[src/hw/rtl/rgbbt_pkg.sv]
// Shared types, constants and a helper function for the RGB565 brightness/tint block.
package rgbbt_pkg;

  localparam int PIX_W   = 16;
  localparam int CH_W    = 8;
  localparam int CFG_IDX_W = 8;
  localparam int CFG_DAT_W = 8;
  localparam int AMT_W   = 7;   // blend amount 0..100
  localparam int PROD_W  = 15;  // up to 255 * 100

  localparam logic [7:0]        STEP_MAX    = 8'd200;
  localparam logic [7:0]        STEP_NEUTRAL = 8'd100;
  localparam logic signed [7:0] TINT_MAX    = 8'sd100;
  localparam logic signed [7:0] TINT_MIN    = -8'sd100;
  localparam logic [7:0]        CH_FULL     = 8'd255;

  // floor(x / 100) for x below 2^15 via reciprocal multiply
  localparam logic [12:0] RECIP_100 = 13'd5243;
  localparam int          RECIP_SH  = 19;

  typedef enum logic [CFG_IDX_W-1:0] {
    CFG_BRIGHTNESS = 8'd0,
    CFG_TINT_RED   = 8'd1,
    CFG_TINT_GREEN = 8'd2,
    CFG_TINT_BLUE  = 8'd3
  } cfg_idx_t;

  typedef struct packed {
    logic             dark;    // blend toward black
    logic [AMT_W-1:0] amount;  // percent of the way to the target
  } chan_ctl_t;

  function automatic logic [CH_W-1:0] div100(input logic [PROD_W-1:0] x);
    logic [PROD_W+12:0] p;
    p = {13'd0, x} * {{PROD_W{1'b0}}, RECIP_100};
    return p[RECIP_SH+CH_W-1:RECIP_SH];
  endfunction

endpackage

[src/hw/rtl/rgbbt_ifs.sv]
// Handshake interfaces for the pixel streams and the configuration write port.
interface rgbbt_pix_in_if;
  import rgbbt_pkg::*;
  logic             valid;
  logic             ready;
  logic [PIX_W-1:0] pixel_in;
  modport source (output valid, output pixel_in, input ready);
  modport sink   (input valid, input pixel_in, output ready);
endinterface

interface rgbbt_pix_out_if;
  import rgbbt_pkg::*;
  logic             valid;
  logic             ready;
  logic [PIX_W-1:0] pixel_out;
  modport source (output valid, output pixel_out, input ready);
  modport sink   (input valid, input pixel_out, output ready);
endinterface

interface rgbbt_cfg_if;
  import rgbbt_pkg::*;
  logic                 valid;
  logic                 ready;
  logic [CFG_IDX_W-1:0] index;
  logic [CFG_DAT_W-1:0] data;
  modport source (output valid, output index, output data, input ready);
  modport sink   (input valid, input index, input data, output ready);
endinterface

[src/hw/rtl/rgbbt_step.sv]
// Per-channel step unit: turns brightness and tint into a registered blend control.
module rgbbt_step
  import rgbbt_pkg::*;
(
  input  logic                 clk,
  input  logic                 rst,
  input  logic [CH_W-1:0]      brightness,
  input  logic signed [CH_W-1:0] tint,
  output chan_ctl_t            ctl
);

  logic              pos;
  logic [AMT_W-1:0]  mag;
  logic [CH_W-1:0]   base;
  logic signed [CH_W-1:0] neg_tint;
  logic [PROD_W-1:0] prod_next;

  logic              prod_pos;
  logic [CH_W-1:0]   prod_b;
  logic [PROD_W-1:0] prod;

  logic [CH_W-1:0]   q;
  logic [CH_W-1:0]   step;
  chan_ctl_t         ctl_next;

  always_comb begin
    pos      = (tint > 8'sd0);
    neg_tint = -tint;
    mag      = pos ? tint[AMT_W-1:0] : neg_tint[AMT_W-1:0];
    base     = pos ? (STEP_MAX - brightness) : brightness;
    prod_next = PROD_W'({7'd0, base} * {8'd0, mag});
  end

  always_ff @(posedge clk) begin
    if (rst) begin
      prod_pos <= 1'b0;
      prod_b   <= STEP_NEUTRAL;
      prod     <= '0;
    end else begin
      prod_pos <= pos;
      prod_b   <= brightness;
      prod     <= prod_next;
    end
  end

  always_comb begin
    q    = div100(prod);
    step = prod_pos ? (prod_b + q) : (prod_b - q);
    ctl_next.dark = (step < STEP_NEUTRAL);
    if (ctl_next.dark) begin
      ctl_next.amount = AMT_W'(STEP_NEUTRAL - step);
    end else begin
      ctl_next.amount = AMT_W'(step - STEP_NEUTRAL);
    end
  end

  always_ff @(posedge clk) begin
    if (rst) begin
      ctl <= '0;
    end else begin
      ctl <= ctl_next;
    end
  end

endmodule

[src/hw/rtl/rgb565_brightness_tint_core.sv]
// Top level: RGB565 brightness and per-channel tint, one pixel per cycle unless stalled.
//
// Channels: pix_in takes RGB565 pixels, pix_out returns the adjusted pixels,
// cfg writes the four settings (0 brightness step, 1..3 red/green/blue tint).
// Brightness above 200 is stored as 200; tints clamp to -100..100.
// Throughput is one pixel per cycle while the output is not stalled and no
// config write is settling; an input beat passes a product stage, then the
// divide-by-100 and repack into the output register.
// A config write retriggers the two-stage channel step pipeline; pix_in.ready
// stays low after the write while the steps settle.
// cfg.ready is always high.
// When pix_out stalls, the output register holds its beat and the product
// stage keeps one more pixel; pix_in.ready drops only once both are full.
// Reset (rst, synchronous) restores brightness 100 and zero tints, which is
// pass-through, and empties the pipeline. No clearing pass is needed.
module rgb565_brightness_tint_core
  import rgbbt_pkg::*;
(
  input  logic            clk,
  input  logic            rst,
  rgbbt_pix_in_if.sink    pix_in,
  rgbbt_pix_out_if.source pix_out,
  rgbbt_cfg_if.sink       cfg
);

  logic [CH_W-1:0]        brightness;
  logic signed [CH_W-1:0] tint [3];
  chan_ctl_t              ctl [3];
  logic [1:0]             settle;

  logic cfg_wr;
  logic signed [CH_W-1:0] tint_clamped;
  logic out_adv;
  logic s1_adv;
  logic in_acc;

  logic                 s1_valid;
  logic [PIX_W-1:0]     s1_pixel;
  logic                 s1_neutral;
  logic [CH_W-1:0]      s1_v8 [3];
  logic                 s1_dark [3];
  logic [PROD_W-1:0]    s1_prod [3];

  logic [CH_W-1:0]      v8 [3];
  logic [PROD_W-1:0]    prod_next [3];
  logic [CH_W-1:0]      res8 [3];
  logic [5:0]           r5_raw;
  logic [6:0]           g6_raw;
  logic [5:0]           b5_raw;
  logic [PIX_W-1:0]     pixel_next;

  logic                 out_valid;
  logic [PIX_W-1:0]     out_pixel;

  // configuration
  assign cfg.ready = 1'b1;
  assign cfg_wr    = cfg.valid;

  always_comb begin
    if ($signed(cfg.data) > TINT_MAX) begin
      tint_clamped = TINT_MAX;
    end else if ($signed(cfg.data) < TINT_MIN) begin
      tint_clamped = TINT_MIN;
    end else begin
      tint_clamped = $signed(cfg.data);
    end
  end

  always_ff @(posedge clk) begin
    if (rst) begin
      brightness <= STEP_NEUTRAL;
      tint[0]    <= '0;
      tint[1]    <= '0;
      tint[2]    <= '0;
      settle     <= '0;
    end else begin
      if (cfg_wr) begin
        settle <= 2'd2;
        unique case (cfg.index)
          CFG_BRIGHTNESS: brightness <= (cfg.data > STEP_MAX) ? STEP_MAX : cfg.data;
          CFG_TINT_RED:   tint[0] <= tint_clamped;
          CFG_TINT_GREEN: tint[1] <= tint_clamped;
          CFG_TINT_BLUE:  tint[2] <= tint_clamped;
          default: ;
        endcase
      end else if (settle != 2'd0) begin
        settle <= settle - 2'd1;
      end
    end
  end

  for (genvar c = 0; c < 3; c++) begin : g_step
    rgbbt_step u_step (
      .clk        (clk),
      .rst        (rst),
      .brightness (brightness),
      .tint       (tint[c]),
      .ctl        (ctl[c])
    );
  end

  // handshake
  assign out_adv      = !out_valid || pix_out.ready;
  assign s1_adv       = !s1_valid || out_adv;
  assign pix_in.ready = (settle == 2'd0) && s1_adv;
  assign in_acc       = pix_in.valid && pix_in.ready;

  // stage 1: widen and form blend products
  always_comb begin
    v8[0] = {pix_in.pixel_in[15:11], pix_in.pixel_in[15:13]};
    v8[1] = {pix_in.pixel_in[10:5],  pix_in.pixel_in[10:9]};
    v8[2] = {pix_in.pixel_in[4:0],   pix_in.pixel_in[4:2]};
    for (int c = 0; c < 3; c++) begin
      if (ctl[c].dark) begin
        prod_next[c] = PROD_W'({7'd0, v8[c]} * {8'd0, ctl[c].amount});
      end else begin
        prod_next[c] = PROD_W'({7'd0, CH_FULL - v8[c]} * {8'd0, ctl[c].amount});
      end
    end
  end

  always_ff @(posedge clk) begin
    if (rst) begin
      s1_valid <= 1'b0;
    end else if (s1_adv) begin
      s1_valid <= in_acc;
    end
    if (in_acc) begin
      s1_pixel   <= pix_in.pixel_in;
      s1_neutral <= (ctl[0].amount == '0) && (ctl[1].amount == '0) &&
                    (ctl[2].amount == '0);
      for (int c = 0; c < 3; c++) begin
        s1_v8[c]   <= v8[c];
        s1_dark[c] <= ctl[c].dark;
        s1_prod[c] <= prod_next[c];
      end
    end
  end

  // stage 2: divide by 100, blend, repack with rounding and saturation; neutral pixels pass unchanged
  always_comb begin
    for (int c = 0; c < 3; c++) begin
      res8[c] = s1_dark[c] ? (s1_v8[c] - div100(s1_prod[c]))
                           : (s1_v8[c] + div100(s1_prod[c]));
    end
    r5_raw = 6'(({1'b0, res8[0]} + 9'd4) >> 3);
    g6_raw = 7'(({1'b0, res8[1]} + 9'd2) >> 2);
    b5_raw = 6'(({1'b0, res8[2]} + 9'd4) >> 3);
    if (s1_neutral) begin
      pixel_next = s1_pixel;
    end else begin
      pixel_next[15:11] = r5_raw[5] ? 5'h1F : r5_raw[4:0];
      pixel_next[10:5]  = g6_raw[6] ? 6'h3F : g6_raw[5:0];
      pixel_next[4:0]   = b5_raw[5] ? 5'h1F : b5_raw[4:0];
    end
  end

  always_ff @(posedge clk) begin
    if (rst) begin
      out_valid <= 1'b0;
    end else if (out_adv) begin
      out_valid <= s1_valid;
    end
    if (out_adv && s1_valid) begin
      out_pixel <= pixel_next;
    end
  end

  assign pix_out.valid     = out_valid;
  assign pix_out.pixel_out = out_pixel;

endmodule

[src/flat_wrapper.sv]
// flat-port wrapper written by rule: the top's interface ports become plain ports
module rgb565_brightness_tint_core_flat import rgbbt_pkg::*;
  (clk, rst, pix_in_valid, pix_in_pixel_in, pix_in_ready, pix_out_valid, pix_out_pixel_out, pix_out_ready, cfg_valid, cfg_index, cfg_data, cfg_ready);
  rgbbt_pix_in_if pix_in_i ();
  rgbbt_pix_out_if pix_out_i ();
  rgbbt_cfg_if cfg_i ();
  input  logic clk;
  input  logic rst;
  input wire logic [$bits(pix_in_i.valid)-1:0] pix_in_valid;
  input wire logic [$bits(pix_in_i.pixel_in)-1:0] pix_in_pixel_in;
  output wire logic [$bits(pix_in_i.ready)-1:0] pix_in_ready;
  output wire logic [$bits(pix_out_i.valid)-1:0] pix_out_valid;
  output wire logic [$bits(pix_out_i.pixel_out)-1:0] pix_out_pixel_out;
  input wire logic [$bits(pix_out_i.ready)-1:0] pix_out_ready;
  input wire logic [$bits(cfg_i.valid)-1:0] cfg_valid;
  input wire logic [$bits(cfg_i.index)-1:0] cfg_index;
  input wire logic [$bits(cfg_i.data)-1:0] cfg_data;
  output wire logic [$bits(cfg_i.ready)-1:0] cfg_ready;
  assign pix_in_i.valid = pix_in_valid;
  assign pix_in_i.pixel_in = pix_in_pixel_in;
  assign pix_in_ready = pix_in_i.ready;
  assign pix_out_valid = pix_out_i.valid;
  assign pix_out_pixel_out = pix_out_i.pixel_out;
  assign pix_out_i.ready = pix_out_ready;
  assign cfg_i.valid = cfg_valid;
  assign cfg_i.index = cfg_index;
  assign cfg_i.data = cfg_data;
  assign cfg_ready = cfg_i.ready;
  rgb565_brightness_tint_core u_core (.clk(clk), .rst(rst), .pix_in(pix_in_i), .pix_out(pix_out_i), .cfg(cfg_i));
endmodule
[config.mk]
export PLATFORM = sky130hd
export DESIGN_NAME = rgb565_brightness_tint_core_flat
export DESIGN_NICKNAME = d
export VERILOG_FILES = /design/src/hw/rtl/rgbbt_pkg.sv /design/src/hw/rtl/rgbbt_ifs.sv /design/src/hw/rtl/rgbbt_step.sv /design/src/hw/rtl/rgb565_brightness_tint_core.sv /design/src/flat_wrapper.sv
export SDC_FILE = /design/constraint.sdc
export NUM_CORES = 2
export LEC_CHECK = 0
export BUFFER_PORTS_ARGS = -buffer_cell sky130_fd_sc_hd__buf_2
export CAP_MARGIN = 15
export CORE_MARGIN = 2
export CORE_UTILIZATION = 24
export CTS_CLUSTER_SIZE = 28
export DETAILED_ROUTE_END_ITERATION = 10
export GPL_TIMING_DRIVEN = 0
export PLACE_DENSITY_LB_ADDON = 0.1
export SETUP_SLACK_MARGIN = 0.5
export SYNTH_ARGS = -nofsm -noshare
export SYNTH_HDL_FRONTEND = slang
export SYNTH_SLANG_ARGS = --single-unit
[constraint.sdc]
create_clock -name clk -period 8.3 [get_ports clk]
set_input_delay 1.245 -clock clk [delete_from_list [all_inputs] [get_ports clk]]
set_output_delay 1.245 -clock clk [all_outputs]
set_load 0.03 [all_outputs]
==> key figures <==
Cells and area
  – Final #Nets: 6879
  – Final Util: 0.277
  – Multi-input logic area: 0.0386 mm²
  – Share of layout cells above drive strength 1: 0.109
  – Layout area overhead: 14.7%
  – Filler cells: approximately 21000
  – Sequential Area: 0.00511 mm²

GRT
  – Pin count of the biggest net entering global routing: 60
  – All-Layer GR Usage: 0.128
  – Initial antenna violation count: 7
  – Number of global-route vias before repair: 35600
  – Global-route wire length before repair: 199000 µm
  – Gr ovfl total: 0

Die
  – Starting density of the core: 0.241
  – Die H: 446 µm
  – Full die area: 0.199 mm²
  – Io pins: 56
  – Cell Rows: ~160
  – Die width: around 450 µm
  – Core ar.: roughly 0.19 mm²

Outcome
  – Status: finished clean

Drt
  – Routed len/inst: 15.8 µm
  – DRT iter0 DRCs: 993
  – Uppermost layer routed: met4
  – DRC viols: 0
  – Vias: 32500
  – First-pass DRT Iterations: 5
  – Number of nets still failing antenna checks after routing: 0
  – Met2 routed WL: 58600 µm
  – Met1 WL: 61400 µm
  – Via/cell ratio: roughly 4.2
  – DRT Wirelength: 123000 µm
  – Met3 wire length: 1850 µm

Placed design
  – Pre-CTS WS: -0.944 ns
  – Dpl hpwl: between 100000 and 150000 µm
  – Routability congestion estimate: 0.752
  – Port Buffers: 54

STA
  – Setup Viol. Count Final: 0
  – Slew Limit Fails: 0
  – Final hold vios: 0
  – Max-slew headroom: 0.354
  – Final setup margin: between 0.5 and 0.6 ns
  – Clock Skews: 0.0277 ns
  – Fin crit share: 0.931
  – RSZ-0062 raised after global routing: true
  – Worst-margin pin slew: between 0.9 and 1 ns
  – Final min period: 7.73 ns
  – Max Fclk: about 130 MHz

Worst setup path
  – WP data arrival: 8.16 ns
  – R2r startpoint: u_core.g_step[1].u_step.prod[9]$_SDFF_PP0_
  – Required @ worst endpoint: 8.73 ns
  – R2r setup slk: 0.57 ns
  – Crit-path max cell delay: 0.54 ns
  – Crit end category: register
  – FF-to-FF path depth: 35
  – Worst-path fanout max: 4
  – CP max-delay cell: fa_1
  – Critical path type: register to register
  – Crit Reg-Reg Endpoint: u_core.g_step[1].u_step.ctl[5]$_SDFF_PP0_
  – Crit start category: register

Clocking
  – Clock root cell: clkbuf_16
  – H-tree depth: 4
  – Worst skew pair latency: 0.55 ns
  – CTS tree: yes
  – CTS clock-pin slew for the worst setup and hold paths: approximately 0.090 ns
  – Sink Count: 197
  – Post-CTS Hold Buffers: 0
  – Clock Path Buffers: 2
  – Num CTS Buffers: 17

Logic synthesis
  – Yosys reg bits: around 200
  – Top-area cell type share of the netlist area: 0.284
  – Yosys warns: 0
  – Yosys top cell by area: fa_1
  – Syn Inst Count: 4998
  – Post-Syn Area: between 0.04 and 0.05 mm²
  – Most numerous cell in the Yosys netlist: inv_1
  – Net Count, Synth: 6653
  – Top cells by count, synth: inv_1 (1176), ha_1 (953), fa_1 (665)
  – Ys flop type: edfxtp_1
  – Synth top area cells: fa_1 (28%), ha_1 (25%), inv_1 (9.4%)
  – Number of synthesized flops with an enable pin: 105
  – Netlist cell types: 95
  – Post-synthesis sequential area ratio: 0.106
  – Syn avg cell area: ~9.4 µm²
  – Ys async rst share: 0

Worst hold path
  – Hold Startpoint: u_core.settle[0]$_SDFFE_PP0P_
  – Worst hold path stage count: 1
  – Worst hold endpoint: u_core.settle[0]$_SDFFE_PP0P_
  – Hold Path Class: register to register

Job
  – Max-cap violations: 0
cell usage in the layout (no fill, tap or decap), types with 43 or more instances in the layout:
| master | instances |
|---|---|
| o21bai_1 | 43 |
| nor2b_1 | 91 |
| nand2b_1 | 102 |
| and2_1 | 113 |
| fa_1 | 654 |
| o21ai_0 | 69 |
| nand2_1 | 280 |
| inv_1 | 1164 |
| dfxtp_1 | 50 |
| clkbuf_1 | 79 |
| a21o_1 | 69 |
| buf_2 | 56 |
| xnor2_1 | 185 |
| a21oi_1 | 184 |
| xor2_1 | 74 |
| edfxtp_1 | 105 |
| nor2_1 | 195 |
| buf_4 | 130 |
| ha_1 | 909 |
how the worst max path moves through the flow:
stage,slack (ns),endpoint,startpoint
after CTS,0.37,u_core.g_step[1].u_step.ctl[5]$_SDFF_PP0_,u_core.g_step[1].u_step.prod[10]$_SDFF_PP0_
after detailed placement,-0.94,u_core.g_step[1].u_step.ctl[2]$_SDFF_PP0_,u_core.g_step[1].u_step.prod[10]$_SDFF_PP0_
after global placement,-0.93,u_core.g_step[1].u_step.ctl[2]$_SDFF_PP0_,u_core.g_step[1].u_step.prod[10]$_SDFF_PP0_
after global routing,0.23,u_core.g_step[1].u_step.ctl[5]$_SDFF_PP0_,u_core.g_step[1].u_step.prod[9]$_SDFF_PP0_
after floorplan,0.63,u_core.g_step[1].u_step.ctl[2]$_SDFF_PP0_,u_core.g_step[1].u_step.prod[11]$_SDFF_PP0_
final,0.57,u_core.g_step[1].u_step.ctl[5]$_SDFF_PP0_,u_core.g_step[1].u_step.prod[9]$_SDFF_PP0_
metrics by stage:
stage	hold WS [ns]	instance area, µm²	setup TNS (ns)	std cells
after floorplan	0.406	46900	0	4998
after global placement	0.450	50400	-9.44	7594
after detailed placement	0.453	50500	-9.34	7598
after CTS	0.469	52500	0	7721
after global routing	0.490	53800	0	7780
final	0.470	53800	0	7780
repair_timing:
action	in CTS	in global routing
hold endpoints to repair	0	0
setup endpoints to repair	37	39
gates resized for setup	169	183
buffers inserted	91	58
pin swaps	59	108
metal layers:
| metal | vias to the layer above | global-route usage |
|---|---|---|
| li1 | 16400 | - |
| met1 | 15900 | 0.179 |
| met4 | 0 | 0.0183 |
| met3 | 39 | 0.0118 |
| met2 | 196 | 0.218 |
| met5 | - | 0 |
sequential cells by signal, summed over array words and instances (netlist names):
| register | flops |
|---|---|
| u_core.pix_out.pixel_out | 16 |
| u_core.s1_valid | 1 |
| u_core.tint | 24 |
| u_core.s1_neutral | 1 |
| u_core.g_step.u_step.prod_pos | 3 |
| u_core.s1_prod | 45 |
| u_core.s1_pixel | 15 |
| u_core.brightness | 8 |
| u_core.settle | 2 |
| u_core.g_step.u_step.prod | 45 |
| u_core.g_step.u_step.ctl | 24 |
| u_core.g_step.u_step.prod_b | 8 |
| u_core.s1_v8 | 1 |
| u_core.pix_out.valid | 1 |
| u_core.s1_dark | 3 |
area by class of cell:
type	count	area share
Antenna cell	1	0.0000465
Timing Repair Buffer	207	0.0288
Buffer	87	0.00686
Inverter	1176	0.0821
Clock inverter	14	0.00253
Multi-Input combinational cell	3538	0.718
Tap cell	2542	0.0591
Clock buffer	18	0.00797
Sequential cell	197	0.0950
critical path, delay by kind of cell (launching register included):
| kind | cells | cell delay [ns] |
|---|---|---|
| adder cells (fa/ha/maj) | 7 | 2.74 |
| multiplexers | 2 | 0.59 |
| AO/OA/AOI/OAI | 13 | 1.98 |
| buffers and inverters | 7 | 0.65 |
| XOR/XNOR | 3 | 0.48 |
| AND/OR/NAND/NOR | 3 | 0.77 |
| flip-flops | 1 | 0.38 |
logic make-up after synthesis:
family,after synthesis,synth area share
buf+inv,1263,0.102
compound gates,591,0.0823
mux,50,0.0115
simple gates,987,0.106
flops,197,0.106
fa+ha+maj,1618,0.538
xor+xnor,291,0.0546
other cells,1,0.0000799
Power is not shown: default switching activity piles up to over one toggle a cycle in this logic, so the estimate is an artifact.
